File: config.mk
export PLATFORM = sky130hd
export DESIGN_NAME = base64_lsb_first_codec_unit
export DESIGN_NICKNAME = d
export VERILOG_FILES = /design/src/rtl/b64_pkg.sv /design/src/rtl/b64_alpha.sv /design/src/rtl/b64_front.sv /design/src/rtl/b64_queue.sv /design/src/rtl/b64_back.sv /design/src/rtl/base64_lsb_first_codec_unit.sv
export SDC_FILE = /design/constraint.sdc
export NUM_CORES = 1
export LEC_CHECK = 0
export BUFFER_PORTS_ARGS = -buffer_cell sky130_fd_sc_hd__buf_4
export CAP_MARGIN = 20
export CORE_UTILIZATION = 40
export CTS_CLUSTER_DIAMETER = 100
export CTS_CLUSTER_SIZE = 25
export DETAILED_ROUTE_END_ITERATION = 8
export GPL_ROUTABILITY_DRIVEN = 1
export PLACE_DENSITY = 0.62
export SLEW_MARGIN = 20
export SYNTH_ARGS = -nofsm -noshare
export SYNTH_HDL_FRONTEND = slang
export SYNTH_SLANG_ARGS = --single-unit
File: constraint.sdc
create_clock -name clk -period 3.68 [get_ports clk]
set_input_delay 0.736 -clock clk [delete_from_list [all_inputs] [get_ports clk]]
set_output_delay 0.736 -clock clk [all_outputs]
set_load 0.1 [all_outputs]
File: src/rtl/b64_pkg.sv
`default_nettype none
// ----------------------------------------------------------------------------
// b64_pkg
// shared types, codes and sizes for the lsb-first base64 codec
// ----------------------------------------------------------------------------
package b64_pkg;

    localparam int SYM_W       = 8;
    localparam int IDX_W       = 6;
    localparam int NUM_SYMS    = 64;
    localparam int GRP_SIZE    = 8;
    localparam int NUM_GRPS    = NUM_SYMS / GRP_SIZE;
    localparam int GRP_W       = 3;
    localparam int POS_W       = 3;
    localparam int WORD_W      = 64;
    localparam int NUM_WORDS   = 8;
    localparam int WORD_SEL_W  = 3;
    localparam int CFG_IDX_W   = 4;
    localparam int QUEUE_DEPTH = 2;

    // request codes
    localparam logic [1:0] REQ_ENC_BYTE  = 2'd0;
    localparam logic [1:0] REQ_ENC_FLUSH = 2'd1;
    localparam logic [1:0] REQ_DEC_SYM   = 2'd2;
    localparam logic [1:0] REQ_RST_STATE = 2'd3;

    // position in the group
    localparam logic [1:0] PHASE_0 = 2'd0;
    localparam logic [1:0] PHASE_1 = 2'd1;
    localparam logic [1:0] PHASE_2 = 2'd2;
    localparam logic [1:0] PHASE_3 = 2'd3;

    typedef struct packed {
        logic [1:0]       req_type;
        logic [SYM_W-1:0] data_in;
    } req_item_t;

    typedef struct packed {
        logic [SYM_W-1:0] out_byte;
        logic             last;
    } rsp_item_t;

    // symbol i at bits [8i +: 8], word k covers symbols 8k..8k+7
    typedef logic [NUM_SYMS-1:0][SYM_W-1:0] alpha_t;
    typedef logic [NUM_GRPS-1:0][GRP_SIZE-1:0][SYM_W-1:0] alpha_grp_t;

    // classified request as it sits in the queue
    typedef struct packed {
        logic [1:0]                      req_type;
        logic [SYM_W-1:0]                data_in;
        logic [NUM_GRPS-1:0]             grp_hit;
        logic [NUM_GRPS-1:0][POS_W-1:0]  grp_pos;
    } q_item_t;

endpackage
`default_nettype wire

File: src/rtl/b64_alpha.sv
`default_nettype none
// ----------------------------------------------------------------------------
// b64_alpha
// alphabet register file, eight 64-bit words written over the config port
// ----------------------------------------------------------------------------
module b64_alpha (
    input  wire logic                           clk,
    input  wire logic                           rst_n,
    input  wire logic                           cfg_valid,
    output logic                                cfg_ready,
    input  wire logic [b64_pkg::CFG_IDX_W-1:0]  cfg_index,
    input  wire logic [b64_pkg::WORD_W-1:0]     cfg_data,
    output b64_pkg::alpha_t                     alpha
);
    import b64_pkg::*;

    logic [NUM_WORDS-1:0][WORD_W-1:0] words_reg;
    logic [NUM_WORDS-1:0][WORD_W-1:0] words_next;

    assign cfg_ready = 1'b1;
    assign alpha     = words_reg;

    always_comb
    begin
        words_next = words_reg;
        // indexes past the last word are dropped
        if (cfg_valid && (cfg_index < CFG_IDX_W'(NUM_WORDS)))
        begin
            words_next[cfg_index[WORD_SEL_W-1:0]] = cfg_data;
        end
    end

    always_ff @(posedge clk or negedge rst_n)
    begin
        if (!rst_n)
        begin
            words_reg <= '0;
        end
        else
        begin
            words_reg <= words_next;
        end
    end

endmodule
`default_nettype wire

File: src/rtl/b64_front.sv
`default_nettype none
// ----------------------------------------------------------------------------
// b64_front
// request intake, matches the incoming byte against every alphabet group
// ----------------------------------------------------------------------------
module b64_front (
    input  wire b64_pkg::alpha_t    alpha,
    input  wire logic               req_valid,
    output logic                    req_ready,
    input  wire b64_pkg::req_item_t req_data,
    input  wire logic               q_full,
    output logic                    push,
    output b64_pkg::q_item_t        push_item
);
    import b64_pkg::*;

    alpha_grp_t alpha_grp;

    assign alpha_grp = alpha;
    assign req_ready = !q_full;
    assign push      = req_valid && !q_full;

    // per group: any hit, and the lowest hitting position
    always_comb
    begin
        push_item.req_type = req_data.req_type;
        push_item.data_in  = req_data.data_in;
        push_item.grp_hit  = '0;
        push_item.grp_pos  = '0;
        for (int g = 0; g < NUM_GRPS; g++)
        begin
            for (int p = GRP_SIZE - 1; p >= 0; p--)
            begin
                if (alpha_grp[g][p] == req_data.data_in)
                begin
                    push_item.grp_hit[g] = 1'b1;
                    push_item.grp_pos[g] = POS_W'(p);
                end
            end
        end
    end

endmodule
`default_nettype wire

File: src/rtl/b64_queue.sv
`default_nettype none
// ----------------------------------------------------------------------------
// b64_queue
// small fifo between the classifier and the executor
// ----------------------------------------------------------------------------
module b64_queue #(
    parameter int DEPTH = b64_pkg::QUEUE_DEPTH
) (
    input  wire logic             clk,
    input  wire logic             rst_n,
    input  wire logic             push,
    input  wire b64_pkg::q_item_t push_item,
    output logic                  full,
    input  wire logic             pop,
    output logic                  head_valid,
    output b64_pkg::q_item_t      head
);
    import b64_pkg::*;

    localparam int PTR_W = (DEPTH > 1) ? $clog2(DEPTH) : 1;
    localparam int CNT_W = $clog2(DEPTH + 1);

    q_item_t            slots_reg [DEPTH];
    logic [PTR_W-1:0]   wr_ptr_reg;
    logic [PTR_W-1:0]   wr_ptr_next;
    logic [PTR_W-1:0]   rd_ptr_reg;
    logic [PTR_W-1:0]   rd_ptr_next;
    logic [CNT_W-1:0]   count_reg;
    logic [CNT_W-1:0]   count_next;

    assign full       = (count_reg == CNT_W'(DEPTH));
    assign head_valid = (count_reg != '0);
    assign head       = slots_reg[rd_ptr_reg];

    always_comb
    begin
        wr_ptr_next = wr_ptr_reg;
        rd_ptr_next = rd_ptr_reg;
        if (push)
        begin
            wr_ptr_next = (wr_ptr_reg == PTR_W'(DEPTH - 1)) ? '0 : wr_ptr_reg + 1'b1;
        end
        if (pop)
        begin
            rd_ptr_next = (rd_ptr_reg == PTR_W'(DEPTH - 1)) ? '0 : rd_ptr_reg + 1'b1;
        end
        unique case ({push, pop})
            2'b10:   count_next = count_reg + 1'b1;
            2'b01:   count_next = count_reg - 1'b1;
            default: count_next = count_reg;
        endcase
    end

    always_ff @(posedge clk)
    begin
        if (push)
        begin
            slots_reg[wr_ptr_reg] <= push_item;
        end
    end

    always_ff @(posedge clk or negedge rst_n)
    begin
        if (!rst_n)
        begin
            wr_ptr_reg <= '0;
            rd_ptr_reg <= '0;
            count_reg  <= '0;
        end
        else
        begin
            wr_ptr_reg <= wr_ptr_next;
            rd_ptr_reg <= rd_ptr_next;
            count_reg  <= count_next;
        end
    end

endmodule
`default_nettype wire

File: src/rtl/b64_back.sv
`default_nettype none
// ----------------------------------------------------------------------------
// b64_back
// executor: phase and carry update, symbol lookup, result register
// ----------------------------------------------------------------------------
module b64_back (
    input  wire logic             clk,
    input  wire logic             rst_n,
    input  wire b64_pkg::alpha_t  alpha,
    input  wire logic             head_valid,
    input  wire b64_pkg::q_item_t head,
    output logic                  pop,
    output logic                  rsp_valid,
    input  wire logic             rsp_ready,
    output b64_pkg::rsp_item_t    rsp_data
);
    import b64_pkg::*;

    logic [1:0]       phase_reg;
    logic [1:0]       phase_next;
    logic [IDX_W-1:0] carry_reg;
    logic [IDX_W-1:0] carry_next;
    logic             second_reg;
    logic             second_next;
    logic [IDX_W-1:0] sec_idx_reg;
    logic [IDX_W-1:0] sec_idx_next;
    logic             rsp_valid_reg;
    logic             rsp_valid_next;
    rsp_item_t        rsp_reg;
    rsp_item_t        rsp_next;

    logic             slot_free;
    logic [IDX_W-1:0] dec_idx;
    logic [9:0]       enc_v1;
    logic [11:0]      enc_v2;
    logic [13:0]      dec_v;
    logic             it_emit;
    logic             it_is_sym;
    logic             it_last;
    logic             it_second;
    logic [IDX_W-1:0] it_sidx;
    logic [IDX_W-1:0] it_sec_idx;
    logic [SYM_W-1:0] it_byte;
    logic [1:0]       it_phase;
    logic [IDX_W-1:0] it_carry;
    logic [IDX_W-1:0] look_idx;
    logic [SYM_W-1:0] look_sym;

    assign rsp_valid = rsp_valid_reg;
    assign rsp_data  = rsp_reg;
    assign slot_free = !rsp_valid_reg || rsp_ready;
    assign pop       = head_valid && !second_reg && slot_free;

    // first matching group, then its lowest position
    always_comb
    begin
        dec_idx = '0;
        for (int g = NUM_GRPS - 1; g >= 0; g--)
        begin
            if (head.grp_hit[g])
            begin
                dec_idx = {GRP_W'(g), head.grp_pos[g]};
            end
        end
    end

    always_comb
    begin
        enc_v1 = {4'b0, carry_reg} | {head.data_in, 2'b0};
        enc_v2 = {6'b0, carry_reg} | {head.data_in, 4'b0};
        unique case (phase_reg)
            PHASE_1: dec_v = {8'b0, carry_reg} | {2'b0, dec_idx, 6'b0};
            PHASE_2: dec_v = {8'b0, carry_reg} | {4'b0, dec_idx, 4'b0};
            PHASE_3: dec_v = {8'b0, carry_reg} | {6'b0, dec_idx, 2'b0};
            default: dec_v = {8'b0, carry_reg};
        endcase

        it_emit    = 1'b0;
        it_is_sym  = 1'b1;
        it_last    = 1'b1;
        it_second  = 1'b0;
        it_sidx    = carry_reg;
        it_sec_idx = enc_v2[11:6];
        it_byte    = dec_v[7:0];
        it_phase   = phase_reg;
        it_carry   = carry_reg;

        unique case (head.req_type)
            REQ_ENC_BYTE:
            begin
                it_emit = 1'b1;
                unique case (phase_reg)
                    PHASE_0:
                    begin
                        it_sidx  = head.data_in[IDX_W-1:0];
                        it_carry = {4'b0, head.data_in[7:6]};
                        it_phase = PHASE_1;
                    end
                    PHASE_1:
                    begin
                        it_sidx  = enc_v1[5:0];
                        it_carry = {2'b0, enc_v1[9:6]};
                        it_phase = PHASE_2;
                    end
                    PHASE_2:
                    begin
                        it_sidx   = enc_v2[5:0];
                        it_last   = 1'b0;
                        it_second = 1'b1;
                        it_carry  = '0;
                        it_phase  = PHASE_0;
                    end
                    default:
                    begin
                        // leftover carry goes out, carry kept
                        it_sidx  = carry_reg;
                        it_phase = PHASE_0;
                    end
                endcase
            end
            REQ_ENC_FLUSH:
            begin
                it_emit  = (phase_reg == PHASE_1) || (phase_reg == PHASE_2);
                it_phase = PHASE_0;
                it_carry = '0;
            end
            REQ_DEC_SYM:
            begin
                it_is_sym = 1'b0;
                it_phase  = phase_reg + 1'b1;
                if (phase_reg == PHASE_0)
                begin
                    it_carry = dec_idx;
                end
                else
                begin
                    it_emit  = 1'b1;
                    it_carry = dec_v[13:8];
                end
            end
            default:
            begin
                it_phase = PHASE_0;
                it_carry = '0;
            end
        endcase
    end

    // one alphabet read per cycle: the pending second symbol wins
    assign look_idx = second_reg ? sec_idx_reg : it_sidx;
    assign look_sym = alpha[look_idx];

    always_comb
    begin
        phase_next     = phase_reg;
        carry_next     = carry_reg;
        second_next    = second_reg;
        sec_idx_next   = sec_idx_reg;
        rsp_valid_next = rsp_valid_reg;
        rsp_next       = rsp_reg;
        if (second_reg)
        begin
            if (slot_free)
            begin
                rsp_valid_next    = 1'b1;
                rsp_next.out_byte = look_sym;
                rsp_next.last     = 1'b1;
                second_next       = 1'b0;
            end
        end
        else if (pop)
        begin
            phase_next     = it_phase;
            carry_next     = it_carry;
            second_next    = it_second;
            sec_idx_next   = it_sec_idx;
            rsp_valid_next = it_emit;
            if (it_emit)
            begin
                rsp_next.out_byte = it_is_sym ? look_sym : it_byte;
                rsp_next.last     = it_last;
            end
        end
        else if (rsp_ready)
        begin
            rsp_valid_next = 1'b0;
        end
    end

    always_ff @(posedge clk or negedge rst_n)
    begin
        if (!rst_n)
        begin
            phase_reg     <= PHASE_0;
            carry_reg     <= '0;
            second_reg    <= 1'b0;
            rsp_valid_reg <= 1'b0;
        end
        else
        begin
            phase_reg     <= phase_next;
            carry_reg     <= carry_next;
            second_reg    <= second_next;
            rsp_valid_reg <= rsp_valid_next;
        end
    end

    always_ff @(posedge clk)
    begin
        sec_idx_reg <= sec_idx_next;
        rsp_reg     <= rsp_next;
    end

`ifndef NO_ASSERTIONS
    // a pending second symbol always sits behind a shown first one
    a_second_behind_first : assert property (@(posedge clk) disable iff (!rst_n)
        second_reg |-> rsp_valid_reg)
        else $error("second symbol pending with empty result register");

    // nothing leaves the queue while the pair is unfinished
    a_no_pop_in_pair : assert property (@(posedge clk) disable iff (!rst_n)
        second_reg |-> !pop)
        else $error("queue popped while second symbol pending");

    // a third encoded byte always arms the second symbol
    a_pair_armed : assert property (@(posedge clk) disable iff (!rst_n)
        (pop && head.req_type == REQ_ENC_BYTE && phase_reg == PHASE_2) |=> second_reg)
        else $error("third byte did not arm the second symbol");

    // only the first half of a pair goes out without last
    a_not_last_pair : assert property (@(posedge clk) disable iff (!rst_n)
        (rsp_valid_reg && !rsp_reg.last) |-> second_reg)
        else $error("result without last outside a symbol pair");
`endif

endmodule
`default_nettype wire

File: src/rtl/base64_lsb_first_codec_unit.sv
`default_nettype none
// ----------------------------------------------------------------------------
// base64_lsb_first_codec_unit
// base64-style encoder and decoder with a programmable alphabet
// ----------------------------------------------------------------------------
// Each request word carries a request type and a byte. Encoding packs bits
// least significant first, three bytes to four symbols, with no padding; a
// flush sends the 2 or 4 leftover bits as one last symbol. Decoding maps a
// symbol to the index of its first alphabet match (0 when none match) and
// gives one byte for every symbol after the first of a group of four. Encode
// and decode share one phase and carry, and a reset request clears both.
// The 64-entry alphabet lives in eight 64-bit config registers, written over
// the cfg channel while the unit is idle; that binds the user, and the block
// itself does not enforce it. Internally a classifier compares the incoming
// byte with all alphabet entries at intake and pushes the per-group match
// summary into a two-deep queue; the executor behind it finishes the index
// search, updates phase and carry and loads a result register. The executor
// retires one request per cycle while the result channel does not stall it,
// except that the third byte of an encode group holds it while the second
// symbol goes out, because its two symbols share the single alphabet read
// port. Requests are taken while a result waits.
// ----------------------------------------------------------------------------
module base64_lsb_first_codec_unit #(
    parameter int QUEUE_DEPTH = b64_pkg::QUEUE_DEPTH
) (
    input  wire logic                           clk,
    input  wire logic                           rst_n,
    // request channel
    input  wire logic                           req_valid,
    output logic                                req_ready,
    input  wire b64_pkg::req_item_t             req_data,
    // result channel
    output logic                                rsp_valid,
    input  wire logic                           rsp_ready,
    output b64_pkg::rsp_item_t                  rsp_data,
    // config write channel
    input  wire logic                           cfg_valid,
    output logic                                cfg_ready,
    input  wire logic [b64_pkg::CFG_IDX_W-1:0]  cfg_index,
    input  wire logic [b64_pkg::WORD_W-1:0]     cfg_data
);
    import b64_pkg::*;

    alpha_t  alpha;
    logic    q_full;
    logic    push;
    q_item_t push_item;
    logic    pop;
    logic    head_valid;
    q_item_t head;

    // alphabet registers
    b64_alpha u_alpha (
        .clk       (clk),
        .rst_n     (rst_n),
        .cfg_valid (cfg_valid),
        .cfg_ready (cfg_ready),
        .cfg_index (cfg_index),
        .cfg_data  (cfg_data),
        .alpha     (alpha)
    );

    // intake and symbol matching
    b64_front u_front (
        .alpha     (alpha),
        .req_valid (req_valid),
        .req_ready (req_ready),
        .req_data  (req_data),
        .q_full    (q_full),
        .push      (push),
        .push_item (push_item)
    );

    // decouples intake from execution
    b64_queue #(
        .DEPTH (QUEUE_DEPTH)
    ) u_queue (
        .clk        (clk),
        .rst_n      (rst_n),
        .push       (push),
        .push_item  (push_item),
        .full       (q_full),
        .pop        (pop),
        .head_valid (head_valid),
        .head       (head)
    );

    // phase/carry update and result register
    b64_back u_back (
        .clk        (clk),
        .rst_n      (rst_n),
        .alpha      (alpha),
        .head_valid (head_valid),
        .head       (head),
        .pop        (pop),
        .rsp_valid  (rsp_valid),
        .rsp_ready  (rsp_ready),
        .rsp_data   (rsp_data)
    );

endmodule
`default_nettype wire
==> results.sh <==
export IMPL_status="complete, no violations"
export IMPL_rows=109
export IMPL_routed_wl_um=144000
export IMPL_finalMaxSlewViolations=0
export IMPL_p_int_uw=17300
export IMPL_setup_viol=0
export IMPL_met1_length_um=61100
export IMPL_synth_top_family_by_area="multiplexers"
export IMPL_ant_nets=0
export IMPL_synthesis_nets=3252
export IMPL_tightest_slew_ns=1.10
export IMPL_synthSimpleGateAreaFrac=0.107
export IMPL_pwr_share_seq=0.359
export IMPL_cts_sinks=625
export IMPL_cp_slowest_cell="mux4_2"
export IMPL_via_per_inst=6.11
export IMPL_pwr_share_comb=0.490
export IMPL_root_buffer="clkbuf_16"
export IMPL_synth_async_sr_flop_share=0.842
export IMPL_avgSynthCellArea_sq_um=11.3
export IMPL_avgRoutedWirePerCell_um=31.8
export IMPL_grtUsageTotal=0.317
export IMPL_start_kind="flip-flop"
export IMPL_grt_pass1_vias=26800
export IMPL_grt_max_degree=84
export IMPL_start_util=0.404
export IMPL_worstPathArrival_ns=3.96
export IMPL_syn2layout_area_growth_pct=14.2
export IMPL_die_area_sq_um=90200
export IMPL_nNetsFinal=3427
export IMPL_syn_cell_area_sq_um=35600
export IMPL_ys_flop_type="dfrtp_1"
export IMPL_setup_tns_ns=0
export IMPL_die_width_um=300
export IMPL_power_switching_uw=13500
export IMPL_pin_count=95
export IMPL_drt_iter0_drc=3135
export IMPL_clkPwrFrac=0.151
export IMPL_switching_share=0.439
export IMPL_synth_compound_area_frac=0.0739
export IMPL_layout_common_cells="mux2_2 (533), dfrtp_1 (522), xnor2_1 (324), buf_4 (308), nand2_1 (287)"
export IMPL_fp_coreArea_sq_um=88200
export IMPL_grt_overflow_total=0
export IMPL_worstSetupPathType="reg2reg"
export IMPL_dp_hpwl_um=109000
export IMPL_antenna_found_initial=4
export IMPL_numPortBuffers=93
export IMPL_setup_ws_ns=0.0783
export IMPL_num_vias=27641
export IMPL_synth_area_mux_share=0.208
export IMPL_pre_cts_ws_ns=-0.294
export IMPL_hold_viol=0
export IMPL_fillCellCount=8222
export IMPL_slowest_delay_ns=0.50
export IMPL_rr_worst_depth=13
export IMPL_clkSlewWorstSetupHoldPaths_ns=0.11
export IMPL_p_leak_uw=0.0163
export IMPL_dr_wl_met2_um=63400
export IMPL_max_cap_violations=0
export IMPL_synthCells=3162
export IMPL_finalCritPeriodShare=0.979
export IMPL_synth_edf_count=99
export IMPL_path_depth=13
export IMPL_rsz0062_at_grt="no"
export IMPL_fp_dieH_um=300
export IMPL_total_power_uw=30800
export IMPL_hold_path_class="in2async"
export IMPL_synth_xor_area_frac=0.127
export IMPL_power_density_nw_per_um2=757
export IMPL_first_pass_iters=6
export IMPL_cts_buffers=34
export IMPL_gp_congestion=1.02
export IMPL_cp_max_fo=21
export IMPL_routed_wl_met3_um=12100
export IMPL_insertion_delay_ns=0.62
export IMPL_clk_path_buf_depth=3
export IMPL_path_cells="inv_1, ha_1, nor2b_2, o211a_1, a211o_4, and2_4, buf_12, mux4_2, a21oi_1, nor3_1, buf_4, nor4_2, nand4_1"
export IMPL_worstPathBufferInverterCount=3
export IMPL_htreeDepth=2
export IMPL_dr_max_layer_used="met5"
export IMPL_ys_ff_latch=625
export IMPL_max_freq_mhz=278
export IMPL_grt_pass1_wl_um=205000
export IMPL_finalCriticalPeriod_ns=3.60
export IMPL_drc_errors=0
export IMPL_finClkSkew_ns=0.0379
export IMPL_largest_reg_flops=512
export IMPL_irDropWorstVdd_mv=1.03
export IMPL_cp_data_required_time_ns=4.04
export IMPL_yosysUniqueCellTypes=83
export IMPL_setup_worst_path_end_class="flip-flop"
export IMPL_critPathTopFamily="simple AND/OR/NAND/NOR gates"
export IMPL_drive_gt1_frac=0.308
export IMPL_seq_area_frac_synth=0.453
export IMPL_synth_adder_area_share=0.00246
export IMPL_yosysWarnings=0
export IMPL_slew_headroom=0.263
export IMPL_cts_tree="done"
export IMPL_layout_commonest_cell="mux2_2"
export IMPL_utilization=0.461
-- cells in the mapped netlist (5+ instances only) --
| master | n | area share |
|---|---|---|
| a2111oi_0 | 13 | 0.0032 |
| a211oi_1 | 22 | 0.0046 |
| a21boi_0 | 6 | 0.0013 |
| a21oi_1 | 84 | 0.012 |
| a221o_1 | 6 | 0.0017 |
| a221oi_1 | 13 | 0.0032 |
| a22o_1 | 14 | 0.0034 |
| a22oi_1 | 43 | 0.0091 |
| a31oi_1 | 31 | 0.0054 |
| a32o_1 | 6 | 0.0017 |
| a32oi_1 | 5 | 0.0012 |
| and2_1 | 14 | 0.0025 |
| and3_1 | 22 | 0.0039 |
| buf_1 | 22 | 0.0023 |
| buf_2 | 45 | 0.0063 |
| buf_6 | 7 | 0.0022 |
| clkbuf_1 | 139 | 0.015 |
| dfrtp_1 | 526 | 0.37 |
| edfxtp_1 | 99 | 0.083 |
| ha_1 | 7 | 0.0025 |
| inv_1 | 14 | 0.0015 |
| mux2_2 | 533 | 0.17 |
| mux2i_1 | 47 | 0.013 |
| mux4_2 | 41 | 0.026 |
| nand2_1 | 288 | 0.030 |
| nand2b_1 | 11 | 0.0019 |
| nand3_1 | 98 | 0.014 |
| nand3b_1 | 11 | 0.0023 |
| nand4_1 | 102 | 0.018 |
| nor2_1 | 96 | 0.010 |
| nor2b_1 | 9 | 0.0016 |
| nor3_1 | 28 | 0.0039 |
| nor3b_1 | 12 | 0.0025 |
| nor4_1 | 55 | 0.0097 |
| o2111ai_1 | 5 | 0.0012 |
| o211ai_1 | 22 | 0.0046 |
| o21a_1 | 5 | 0.0011 |
| o21ai_0 | 51 | 0.0072 |
| o22ai_1 | 9 | 0.0016 |
| or2_2 | 9 | 0.0016 |
| or3_1 | 8 | 0.0014 |
| xnor2_1 | 324 | 0.080 |
| xor2_1 | 193 | 0.047 |
-- power groups by stage --
stage / registers [uW] / clock network, uW / logic, uW
floorplan: 10500 / 0 / 8830
global placement: 11100 / 0 / 14500
detailed placement: 11100 / 0 / 14600
CTS: 11000 / 4690 / 14700
global route: 11200 / 4880 / 15800
finish: 11100 / 4640 / 15100
-- worst paths after layout --
check / slack (ns) / from / to
setup / recovery: 0.08 / u_back.phase_reg[0] / u_back.rsp_data[7]
hold / removal: 0.14 / rst_n / u_alpha.alpha[136]
setup reg to reg: 0.08 / u_back.phase_reg[0] / u_back.rsp_data[7]
hold reg to reg: 0.51 / u_queue.count_reg[1] / u_queue.count_reg[1]
max in group asynchronous: 2.54 / rst_n / u_alpha.alpha[85]
min in group clk: 0.31 / req_data[8] / u_queue.slots_reg[1][40]
-- area by class of cell --
cell class	count	area, sq um	area share
multi-input cells	2304	18600	0.457
flip-flops and latches	625	16100	0.397
repair buffers	357	3280	0.0806
well taps	1165	1460	0.0358
clock buffers	44	962	0.0236
clock inverters	10	178	0.00437
inverters	15	56.3	0.00138
diodes	2	5.00	0.000123
-- routing by layer --
layer  vias up  track usage
met4         2        0.138
met1     14209        0.448
met2      1383        0.476
li1      11788            -
met3       259       0.0567
met5         -            0
-- through the flow --
step                      area [sq um]  std cells  hold WS, ns
after floorplan                  35600       3162        0.440
after global placement           39500       4464        0.482
after detailed placement         39500       4464        0.493
after CTS                        40600       4518        0.158
after global routing             40700       4520        0.187
final                            40700       4522        0.136
-- worst reg2reg max path: stages (launching register included) --
cell	delay, ns
dfrtp_2	0.45
inv_1	0.14
ha_1	0.19
nor2b_2	0.18
o211a_1	0.22
a211o_4	0.19
and2_4	0.32
buf_12	0.23
mux4_2	0.52
a21oi_1	0.27
nor3_1	0.14
buf_4	0.16
nor4_2	0.21
nand4_1	0.12
-- cells by family after synthesis --
group,Yosys count
AND/OR/NAND/NOR,778
flip-flops,625
multiplexers,621
XOR/XNOR,517
AO/OA/AOI/OAI,380
buffers and inverters,233
adder cells (fa/ha/maj),7
other,1
-- repair_timing --
item	CTS	global route
resized for setup	3	12
pin swaps	0	1
hold buffers	0	0
setup buffers	0	2
hold endpoints to repair	0	0
setup endpoints to repair	2	6
Note: power is estimated with default switching activity, not from simulation.
